[src/hdl/bph_pkg.sv]
// bph_pkg: shared widths, register indexes, reset values and the result record
// for the band projection hash block. No dependencies.
package bph_pkg;

	// Fixed field widths
	localparam int CFG_W  = 10;
	localparam int LVL_W  = 8;
	localparam int PIX_W  = 8;
	localparam int IDX_W  = 9;
	localparam int CNT_W  = 16;   // column counter width, wraps like the 16-bit original
	localparam int APB_AW = 5;
	localparam int APB_DW = 32;

	// Output queue geometry
	localparam int OQ_DEPTH = 4;
	localparam int OQ_PW    = 2;
	localparam int OQ_CW    = 3;

	// Register reset values
	localparam logic [CFG_W-1:0] RST_WIDTH     = 10'd320;
	localparam logic [CFG_W-1:0] RST_HEIGHT    = 10'd180;
	localparam logic [CFG_W-1:0] RST_ROW_BANDS = 10'd36;
	localparam logic [CFG_W-1:0] RST_COL_BANDS = 10'd64;
	localparam logic [LVL_W-1:0] RST_LEVEL     = 8'd100;

	// Register map, word index = paddr[4:2]
	typedef enum logic [2:0] {
		REG_WIDTH     = 3'd0,
		REG_HEIGHT    = 3'd1,
		REG_ROW_BANDS = 3'd2,
		REG_COL_BANDS = 3'd3,
		REG_LEVEL     = 3'd4
	} reg_idx_t;

	// Result kinds
	localparam logic KIND_ROW = 1'b0;
	localparam logic KIND_COL = 1'b1;

	typedef struct packed {
		logic             hash_bit;
		logic             bit_kind;
		logic [IDX_W-1:0] band_index;
		logic             last;
	} result_t;

endpackage

[src/hdl/bph_outq.sv]
// bph_outq: four-entry result queue, up to two pushes and one pop per cycle,
// drives the output channel. Uses bph_pkg.
module bph_outq (
	input  logic             clk,
	input  logic             arst_n,
	input  logic             push_a,
	input  logic             push_b,
	input  bph_pkg::result_t entry_a,
	input  bph_pkg::result_t entry_b,
	output logic             room2,
	output logic             out_valid,
	input  logic             out_stall,
	output bph_pkg::result_t head
);
	import bph_pkg::*;

	result_t          slots [OQ_DEPTH];
	logic [OQ_PW-1:0] wr_ptr_q;
	logic [OQ_PW-1:0] rd_ptr_q;
	logic [OQ_CW-1:0] count_q;
	logic             pop;
	logic [OQ_CW-1:0] n_push;

	assign out_valid = (count_q != '0);
	assign pop       = out_valid & ~out_stall;
	assign room2     = (count_q <= OQ_CW'(OQ_DEPTH - 2));
	assign n_push    = OQ_CW'(push_a) + OQ_CW'(push_b);
	assign head      = slots[rd_ptr_q];

	// Pointers and fill level
	always_ff @(posedge clk or negedge arst_n) begin
		if (!arst_n) begin
			wr_ptr_q <= '0;
			rd_ptr_q <= '0;
			count_q  <= '0;
		end else begin
			wr_ptr_q <= wr_ptr_q + OQ_PW'(n_push);
			if (pop) begin
				rd_ptr_q <= rd_ptr_q + OQ_PW'(1);
			end
			count_q <= count_q + n_push - OQ_CW'(pop);
		end
	end

	// Entry storage
	always_ff @(posedge clk) begin
		if (push_a) begin
			slots[wr_ptr_q] <= entry_a;
		end
		if (push_b) begin
			slots[wr_ptr_q + OQ_PW'(1)] <= entry_b;
		end
	end

	a_no_overflow: assert property (@(posedge clk) disable iff (!arst_n)
		(push_a || push_b) |-> (count_q <= OQ_CW'(OQ_DEPTH - 2)))
		else $error("result queue pushed without room for two beats");

	a_push_order: assert property (@(posedge clk) disable iff (!arst_n)
		push_b |-> push_a)
		else $error("second result pushed without the first");

endmodule

[config.mk]
export PLATFORM = sky130hd
export DESIGN_NAME = bph_outq
export DESIGN_NICKNAME = d
export VERILOG_FILES = /design/src/hdl/bph_pkg.sv /design/src/hdl/bph_outq.sv
export SDC_FILE = /design/constraint.sdc
export NUM_CORES = 1
export LEC_CHECK = 0
export BUFFER_PORTS_ARGS = -buffer_cell sky130_fd_sc_hd__buf_4
export CORE_MARGIN = 1
export CORE_UTILIZATION = 45
export CTS_BUF_LIST = sky130_fd_sc_hd__clkbuf_4
export DETAILED_ROUTE_END_ITERATION = 6
export PLACE_DENSITY = 0.63
export SYNTH_ARGS = -nofsm -noshare
export SYNTH_HDL_FRONTEND = slang
export SYNTH_SLANG_ARGS = --single-unit
[constraint.sdc]
create_clock -name clk -period 3.6 [get_ports clk]
set_input_delay 0.72 -clock clk [delete_from_list [all_inputs] [get_ports clk]]
set_output_delay 0.72 -clock clk [all_outputs]
set_load 0.05 [all_outputs]
==> Implementation_results.wiki <==
{| class="wikitable"
! Metric !! Value
|-
| Number of antenna diodes || 0
|-
| Remaining routing DRC violations || 0
|-
| Max incr delay on CP || 0.55 ns
|-
| Initial cell density of the core || 0.471
|-
| Die Wd || 81.2 microns
|-
| Cell area after synthesis || 0.00282 sq mm
|-
| Data required time at the worst endpoint || 2.88 ns
|-
| Proportion of register bits with asynchronous set or reset after synthesis || 0.127
|-
| H-tree levels || 2
|-
| Share of the cycle needed by the critical path after routing || 0.722
|-
| Cell breakdown of the critical path || buf_4, mux4_2, buf_4
|-
| Avg WL per Cell || 20.0 microns
|-
| Number of max-cap violations || 0
|-
| Standard-cell row count || 28
|-
| Slew margin rel. || 0.543
|-
| Worst min path class || in2async
|-
| Total iterations of the first detailed-routing run || 4
|-
| Standard cell area after detailed placement || 0.00320 sq mm
|-
| Slowest cell on crit path || mux4_2
|-
| Worst Reg2Reg Path Length in Cells || 9
|-
| IO Pins || 43
|-
| Sink Count || 55
|-
| CP max FO || 11
|-
| CTS Hold Buffers Added || 0
|-
| Synthesized netlist cell count || 157
|-
| Quantity of gates resized following cts || 0
|-
| Peak supply drop || 0.000423 V
|-
| Fraction of layout cells with a size suffix above 1 || 0.580
|-
| Capturing element type of the critical path || output port
|-
| Final global-route overflow total || 0
|-
| Number of distinct library cells after synthesis || 23
|-
| Leakage Power || 0.00126 uW
|-
| Total number of vias || 1545
|-
| Mapped Avg Cell Area || 18.0 sq um
|-
| Placeable Area || 0.00599 sq mm
|-
| Most frequent CP cell || buf_4
|-
| Yosys synthesis warning count || 0
|-
| Finished Cell Area || 0.00325 sq mm
|-
| Power per cell area || 863 mW/mm^2
|-
| Setup Viol. Count Final || 0
|-
| Number of nets produced by synthesis || 192
|-
| HPWL after detailed placement || 3730 microns
|-
| Number of nets at the end of the flow || 239
|-
| Vias per std cell || 5.52
|-
| Flop-to-flop setup slack || 1.42 ns
|-
| Worst-Margin Slew || 0.685 ns
|-
| Pin count of the biggest net entering global routing || 16
|-
| GR Util All Layers || 0.189
|-
| Min Clock Period, post-route || 2.60 ns
|-
| Number of flops mapped to enable cells by yosys || 48
|-
| Result of the run || finished, final reports clean
|-
| R2r startpoint || count_q[2]$_DFF_PN0_
|-
| Final Hold Viols || 0
|-
| # port buffers || 42
|-
| Number of synthesized register bits || 55
|-
| Most used flip-flop cell after synthesis || edfxtp_1
|-
| Unrepaired setup endpoints after global routing || false
|-
| Iteration-0 DRC count of the detailed router || 78
|-
| WP data arrival || 1.88 ns
|-
| CTS tree || built
|-
| Post-CTS setup buffers || 0
|-
| Largest clock skew in the final design || 0.0119 ns
|-
| Root buffer cell || clkbuf_4
|-
| Number of buffers between clock root and the deepest sink || 2
|-
| Die Span Y || 81.2 microns
|-
| Number of max-slew violations in the final report || 0
|-
| Vias in the first global route || 1731
|-
| Setup TNS || 0 ns
|-
| Num CTS Buffers || 5
|-
| Clock-pin slew on the worst setup and hold paths || 0.14 ns
|-
| Portion of the post-synthesis area used by sequential elements || 0.573
|-
| Reg2reg end || count_q[2]$_DFF_PN0_
|-
| Global-route wire length before repair || 8660 microns
|-
| Kind of launch point of the worst setup path || flip-flop
|-
| Area growth from synthesis to final layout || 15.3%
|-
| Total wirelength of the detailed-routed design || 5610 microns
|-
| Number of routed nets with antenna violations || 0
|-
| Clock network latency to the later pin of the worst-skew pair || 0.37 ns
|-
| Maximum achievable frequency || 384 MHz
|-
| Kind of critical path || reg2out
|-
| Number of antenna violations at the first check in global routing || 0
|-
| Final estimated routing congestion in global placement || 0.675
|-
| Die outline area || 0.00659 sq mm
|}
==> worst max-delay path, delay by kind of cell (launching register included) <==
| kind | cells | cell delay, ns |
|---|---|---|
| buffers and inverters | 2 | 0.52 |
| DFF | 1 | 0.45 |
| muxes | 1 | 0.55 |
==> final cells by class <==
cell class	instances	area, sq um
clock buffer	6	45.0
clock inverter	2	7.51
fill	493	2740
inverter	8	30.0
multi-input combinational	87	1110
sequential	55	1620
tap	75	93.8
timing repair buffer	47	353
==> power by group <==
group / leakage (uW) / internal [uW] / switching (uW)
clock: 0.0000307 / 80.5 / 179
sequential: 0.000530 / 969 / 123
combinational: 0.000702 / 588 / 869
total: 0.00126 / 1640 / 1170
==> per-layer routing <==
layer	GRT usage	vias to the layer above	share of wire
met2	0.332	38	0.52
met5	0	-	0
li1	-	702	-
met1	0.219	793	0.42
met3	0.0461	12	0.042
met4	0.0786	0	0.018
==> layout by cell type (no fill, tap or decap), types with 2 or more instances in the layout <==
master / netlist / final
edfxtp_1: 48 / 48
buf_4: 0 / 47
mux2_2: 31 / 31
mux2_4: 17 / 17
mux4_2: 12 / 12
inv_1: 7 / 7
dfrtp_1: 7 / 7
clkbuf_4: 0 / 6
ha_1: 5 / 5
nor2_1: 3 / 3
xnor2_1: 3 / 3
xor2_1: 3 / 3
nand3_2: 2 / 2
a21oi_1: 2 / 2
o21ai_1: 0 / 2
clkinv_1: 0 / 2
==> synth_stat cells, drive strengths merged (2+ instances only) <==
library cell / instances / area [sq um]
a21oi: 2 / 10.0
buf: 7 / 66.3
dfrtp: 7 / 175
edfxtp: 48 / 1440
ha: 5 / 62.6
inv: 8 / 30.0
mux2: 48 / 604
mux4: 12 / 270
nand3: 2 / 20.0
nor2: 3 / 11.3
o21ai: 2 / 10.0
xnor2: 3 / 26.3
xor2: 3 / 26.3
==> per-stage QoR <==
step	cells	power, uW	util	hold WS (ns)	setup WS (ns)
floorplan	157	2170	-	0.424	1.35
global placement	272	2540	0.534	0.487	1.18
detailed placement	272	2590	0.534	0.510	1.12
CTS	280	2840	0.543	0.117	0.954
global route	280	2960	0.543	0.105	0.876
finish	280	2810	0.543	0.131	0.999
==> flip-flops by register name, indices dropped and copies added (netlist names) <==
name      cells
rd_ptr_q      2
slots        48
wr_ptr_q      2
count_q       3
==> worst max-delay path by stage <==
stage                                 endpoint                     from  cells after the start
after CTS                              head[4]  rd_ptr_q[0]$_DFFE_PN0P_                      3
after global placement    count_q[2]$_DFF_PN0_                   push_b                     10
after floorplan           count_q[2]$_DFF_PN0_                   push_a                      9
after global routing                   head[4]  rd_ptr_q[0]$_DFFE_PN0P_                      3
after detailed placement  count_q[2]$_DFF_PN0_                   push_b                     10
final                                  head[4]  rd_ptr_q[0]$_DFFE_PN0P_                      3
==> cell families after synthesis <==
| kind of cell | share of synthesized area |
|---|---|
| mux | 0.310 |
| compound gates | 0.00710 |
| xor+xnor | 0.0186 |
| simple gates | 0.0279 |
| fa+ha+maj | 0.0293 |
| flops | 0.573 |
| buf+inv | 0.0341 |
Note: power is estimated with default switching activity, not from simulation.
