===== config.mk =====
export PLATFORM = sky130hd
export DESIGN_NAME = bph_div
export DESIGN_NICKNAME = d
export VERILOG_FILES = /design/src/hdl/bph_pkg.sv /design/src/hdl/bph_div.sv
export SDC_FILE = /design/constraint.sdc
export NUM_CORES = 1
export LEC_CHECK = 0
export BUFFER_PORTS_ARGS = -buffer_cell sky130_fd_sc_hd__buf_2
export CORE_AREA = 5 5 114 116
export DETAILED_ROUTE_END_ITERATION = 6
export DIE_AREA = 0 0 119 121
export PLACE_DENSITY_LB_ADDON = 0.15
export SETUP_SLACK_MARGIN = 0.3
export SKIP_LAST_GASP = 1
export SYNTH_ARGS = -nofsm -noshare
export SYNTH_HDL_FRONTEND = slang
export SYNTH_SLANG_ARGS = --single-unit

===== constraint.sdc =====
create_clock -name clk -period 2 [get_ports clk]
set_clock_uncertainty 0.1 [all_clocks]
set_input_delay 0.1 -clock clk [delete_from_list [all_inputs] [get_ports clk]]
set_output_delay 0.1 -clock clk [all_outputs]
set_load 0.03 [all_outputs]

===== src/hdl/bph_pkg.sv =====
// bph_pkg: shared widths, register indexes, reset values and the result record
// for the band projection hash block. No dependencies.
package bph_pkg;

	// Fixed field widths
	localparam int CFG_W  = 10;
	localparam int LVL_W  = 8;
	localparam int PIX_W  = 8;
	localparam int IDX_W  = 9;
	localparam int CNT_W  = 16;   // column counter width, wraps like the 16-bit original
	localparam int APB_AW = 5;
	localparam int APB_DW = 32;

	// Output queue geometry
	localparam int OQ_DEPTH = 4;
	localparam int OQ_PW    = 2;
	localparam int OQ_CW    = 3;

	// Register reset values
	localparam logic [CFG_W-1:0] RST_WIDTH     = 10'd320;
	localparam logic [CFG_W-1:0] RST_HEIGHT    = 10'd180;
	localparam logic [CFG_W-1:0] RST_ROW_BANDS = 10'd36;
	localparam logic [CFG_W-1:0] RST_COL_BANDS = 10'd64;
	localparam logic [LVL_W-1:0] RST_LEVEL     = 8'd100;

	// Register map, word index = paddr[4:2]
	typedef enum logic [2:0] {
		REG_WIDTH     = 3'd0,
		REG_HEIGHT    = 3'd1,
		REG_ROW_BANDS = 3'd2,
		REG_COL_BANDS = 3'd3,
		REG_LEVEL     = 3'd4
	} reg_idx_t;

	// Result kinds
	localparam logic KIND_ROW = 1'b0;
	localparam logic KIND_COL = 1'b1;

	typedef struct packed {
		logic             hash_bit;
		logic             bit_kind;
		logic [IDX_W-1:0] band_index;
		logic             last;
	} result_t;

endpackage


===== src/hdl/bph_div.sv =====
// bph_div: shared restoring divider that derives the row and column band sizes
// from the frame size and band counts, one quotient bit per cycle. Uses bph_pkg.
module bph_div (
	input  logic                      clk,
	input  logic                      arst_n,
	input  logic                      start,
	input  logic [bph_pkg::CFG_W-1:0] height,
	input  logic [bph_pkg::CFG_W-1:0] row_bands,
	input  logic [bph_pkg::CFG_W-1:0] width,
	input  logic [bph_pkg::CFG_W-1:0] col_bands,
	output logic                      busy,
	output logic [bph_pkg::CFG_W-1:0] row_div,
	output logic [bph_pkg::CFG_W-1:0] col_div
);
	import bph_pkg::*;

	localparam int SW = $clog2(CFG_W);

	logic             active_q;
	logic             phase_q;     // 0: row bands, 1: column bands
	logic [SW-1:0]    step_q;
	logic [CFG_W-1:0] num_q;
	logic [CFG_W-1:0] den_q;
	logic [CFG_W-1:0] rem_q;
	logic [CFG_W-1:0] quo_q;
	logic [CFG_W-1:0] row_div_q;
	logic [CFG_W-1:0] col_div_q;

	logic [CFG_W:0]   trial;
	logic             ge;
	logic [CFG_W-1:0] rem_next;
	logic [CFG_W-1:0] quo_next;
	logic [CFG_W-1:0] quo_fix;
	logic [CFG_W-1:0] row_den;
	logic [CFG_W-1:0] col_den;

	// Zero band count acts as one
	assign row_den = (row_bands == '0) ? CFG_W'(1) : row_bands;
	assign col_den = (col_bands == '0) ? CFG_W'(1) : col_bands;

	// One restoring step
	always_comb begin
		trial    = {rem_q, num_q[CFG_W-1]};
		ge       = (trial >= {1'b0, den_q});
		rem_next = ge ? CFG_W'(trial - {1'b0, den_q}) : trial[CFG_W-1:0];
		quo_next = {quo_q[CFG_W-2:0], ge};
		quo_fix  = (quo_next == '0) ? CFG_W'(1) : quo_next;
	end

	always_ff @(posedge clk or negedge arst_n) begin
		if (!arst_n) begin
			active_q  <= 1'b0;
			phase_q   <= 1'b0;
			step_q    <= '0;
			row_div_q <= CFG_W'(1);
			col_div_q <= CFG_W'(1);
		end else if (start) begin
			active_q <= 1'b1;
			phase_q  <= 1'b0;
			step_q   <= '0;
			num_q    <= height;
			den_q    <= row_den;
			rem_q    <= '0;
			quo_q    <= '0;
		end else if (active_q) begin
			if (step_q == SW'(CFG_W - 1)) begin
				if (!phase_q) begin
					row_div_q <= quo_fix;
					phase_q   <= 1'b1;
					step_q    <= '0;
					num_q     <= width;
					den_q     <= col_den;
					rem_q     <= '0;
					quo_q     <= '0;
				end else begin
					col_div_q <= quo_fix;
					active_q  <= 1'b0;
				end
			end else begin
				step_q <= step_q + SW'(1);
				num_q  <= {num_q[CFG_W-2:0], 1'b0};
				rem_q  <= rem_next;
				quo_q  <= quo_next;
			end
		end
	end

	assign busy    = active_q | start;
	assign row_div = row_div_q;
	assign col_div = col_div_q;

endmodule


==> flow_summary_export.csv <==
group,metric,value,unit
run_status,status,"finished with violations",
run_status,violations,"negative setup slack",
timing,setup-violations-final,13,
synthesis,yosys.area.top_type,"edfxtp_1",
grt,grt_max_degree,32,
die,rows,40,
detailed_routing,ant_nets,0,
die,die_h,121,um
detailed_routing,drt_wl_total,9220,um
detailed_routing,wl_per_cell,15.4,um
critical_path,startpoint_type,"flop",
grt,grt_overflow,0,
timing,rsz0062_at_grt,"true",
synthesis,synth_simple_gate_area_share,10.4,%
detailed_routing,num_vias,2801,
critical_path,max_stage_delay,0.38,ns
synthesis,synth_commonest_cells,"edfxtp_1 (39), nand2_1 (30), dfrtp_1 (24)",
detailed_routing,drc,0,
detailed_routing,viasPerCell,4.68,
power,power_density,770,mW/mm2
synthesis,ys_ff_latch,65,
timing,slew_violations,0,
synthesis,avgSynthCellArea,12.0,um2
die,core_area,0.0118,mm2
grt,grt_pass1_vias,2969,
grt,antenna_found_initial,0,
cells_and_area,finalNonFillerCells,599,
die,io_pins,64,
clock_network,clkSinkCount,65,
clock_network,cts_max_level,3,
synthesis,syn_nets,345,
cells_and_area,nNetsFinal,503,
critical_path,critPathLaunch,"den_q[6]$_DFFE_PP_",
synthesis,synthCells,289,
cells_and_area,synthToLayoutAreaGrowth,56.4,%
timing,tightest_slew,0.381,ns
synthesis,synthArstFlopShare,40.0,%
placed_design,gp_congestion,0.834,
power,fin_total_pwr,4.19,mW
synthesis,ys_top_cells_by_area,"edfxtp_1 (34%), dfrtp_1 (17%), mux2i_1 (4.9%)",
critical_path,cp_cell_sequence,"inv_2, ha_4, a211o_4, o22a_1, o31ai_4, o21ai_4, buf_6, a211o_1",
critical_path,critPathKind,"reg -> reg",
placed_design,placed_cells,535,
synthesis,synthXorXnorAreaFrac,1.01,%
power,ir_worst_vdd,0.417,mV
synthesis,synth_edf_count,39,
detailed_routing,drtIter0Drc,61,
placed_design,pre_cts_ws,-0.256,ns
clock_network,clockBufferDepth,2,
critical_path,crit_arrival,2.20,ns
cells_and_area,final_util,46.0,%
clock_network,cts_root_buf,"clkbuf_16",
timing,final_hold_viol_count,0,
timing,relSlewSlack,74.6,%
synthesis,synthMuxAreaShare,15.5,%
timing,layout_setup_ws,-0.221,ns
cells_and_area,drive_gt1_share,48.7,%
clock_network,clock_latency,0.33,ns
placed_design,numPortBuffers,63,
clock_network,clkTransAtPathRegs,0.05,ns
critical_path,required,1.98,ns
timing,max_freq,0.450,GHz
hold_path,hold_path.class,"in -> reg",
die,die_x,119,um
critical_path,rr_startpoint,"den_q[6]$_DFFE_PP_",
grt,grt_pass1_wl,14900,um
hold_path,min_from,"row_bands[1]",
synthesis,yosysUniqueCellTypes,54,
placed_design,dp_hpwl,6180,um
synthesis,synth_compound_area_share,12.7,%
critical_path,end_kind,"flop",
synthesis,synth_top_family_by_area,"multiplexers",
synthesis,yosys_warnings,0,
grt,grtUsageTotal,13.2,%
synthesis,yosysMostFrequentCell,"edfxtp_1",
flow_run,drv_cap,0,
clock_network,cts_tree,"built",
synthesis,synth.top_cell.area_share,33.7,%
timing,fin_crit_sh,111,%
cells_and_area,n_antenna_cell,0,
synthesis,seq_area_frac_synth,52.4,%
power,p_leak,2.42,nW
critical_path,cp_max_fo,4,
clock_network,cts_buffers,9,
synthesis,synth_fa_ha_area_share,4.89,%
timing,period_needed,2.22,ns
detailed_routing,dr.pass1.iters,4,
synthesis,synthFlopType,"edfxtp_1",
synthesis,syn-cell-area,0.00348,mm2
critical_path,crit_path_top_delay_cell,"edfxtp_1",
die,dieArea,0.0144,mm2
die,initial_core_util,29.4,%
repair_timing:
item | in CTS | in global routing
hold buffers | 27 | 0
endpoints found under the setup margin | 61 | 73
pin swaps | 16 | 15
hold endpoints to repair | 43 | 0
gates cloned | 2 | 1
resized for setup | 40 | 31
setup buffers | 14 | 4
kinds of logic after synthesis:
| kind of cell | after synthesis |
|---|---|
| AOI/OAI and AO/OA | 61 |
| xor gates and xnor gates | 4 |
| adders and majority gates | 13 |
| buffers and inverters | 26 |
| DFF | 65 |
| muxes | 46 |
| and+or+nand+nor | 74 |
stage by stage:
step | hold WS [ns] | setup TNS, ns | cell area, um2
finish | 0.0143 | -2.54 | 5440
floorplan | -0.296 | -1.14 | 3570
CTS | 0.00124 | -2.60 | 5270
global route | 0.0195 | -3.68 | 5440
global placement | -0.144 | -3.04 | 4370
detailed placement | -0.145 | -3.46 | 4370
registers in the layout (all words and copies together) (netlist names):
name,cells
col_div,10
den_q,10
num_q,10
rem_q,10
row_div,10
quo_q,9
step_q,4
active_q,1
phase_q,1
path summary, 6_finish.rpt:
path	slack [ns]	cells past startpoint	to
min in group asynchronous	0.05	2	phase_q$_DFFE_PN0P_
worst max-delay path	-0.22	8	rem_q[5]$_SDFFCE_PP0P_
worst max register to register	-0.22	8	rem_q[5]$_SDFFCE_PP0P_
max in group asynchronous	1.13	3	row_div[0]$_DFFE_PN1P_
worst min register to register	0.40	1	col_div[8]$_DFFE_PN0P_
worst min-delay path	0.01	2	den_q[1]$_DFFE_PP_
report_power, final:
part | switching [mW] | leakage [nW] | total [mW] | internal, mW
clock network | 0.592 | 0.152 | 1.63 | 1.04
registers | 0.0619 | 0.735 | 1.60 | 1.53
logic | 0.428 | 1.53 | 0.958 | 0.529
critical path: cells and delay by family, from the launching register on:
kind | cells | cell delay [ns]
adders and majority gates | 1 | 0.21
buffers and inverters | 2 | 0.24
DFF | 1 | 0.38
AOI/OAI and AO/OA | 5 | 1.03
placed cells by master (no fill, tap or decap), types with 3 or more instances in the layout:
cell type | netlist | final
ha_4 | 0 | 5
xnor2_1 | 3 | 3
ha_1 | 12 | 6
o21ai_1 | 7 | 16
nand2b_1 | 3 | 3
nand2_4 | 0 | 4
buf_2 | 4 | 63
buf_4 | 0 | 46
mux2i_1 | 17 | 16
edfxtp_1 | 39 | 39
o21a_4 | 0 | 3
a22o_1 | 10 | 10
nor3_1 | 7 | 6
dfrtp_1 | 24 | 24
mux2_4 | 11 | 20
nand2_1 | 30 | 26
a21oi_1 | 7 | 5
o21ai_0 | 14 | 4
inv_1 | 13 | 11
clkbuf_16 | 0 | 11
nor4_1 | 3 | 3
nor2_1 | 15 | 13
dlygate4sd3_1 | 0 | 27
buf_6 | 1 | 18
inv_2 | 1 | 3
buf_12 | 0 | 3
mux2_2 | 12 | 9
per-layer routing:
metal / global-route usage [%] / vias to the layer above / routed length [um]
met3: 3.59 / 16 / 420
met2: 21.5 / 59 / 4430
met4: 6.81 / 0 / 190
met5: 0 / - / 0
met1: 15.9 / 1337 / 4180
li1: - / 1389 / -
final cells by class:
cell class              instances  area [um2]
well taps                     147         184
flip-flops and latches         65        1820
inverters                      14        52.6
fillers                      1096        6370
multi-input cells             199        1850
clock inverters                 4        50.0
repair buffers                158        1220
clock buffers                  12         258
Note: power is estimated with default switching activity, not from simulation.
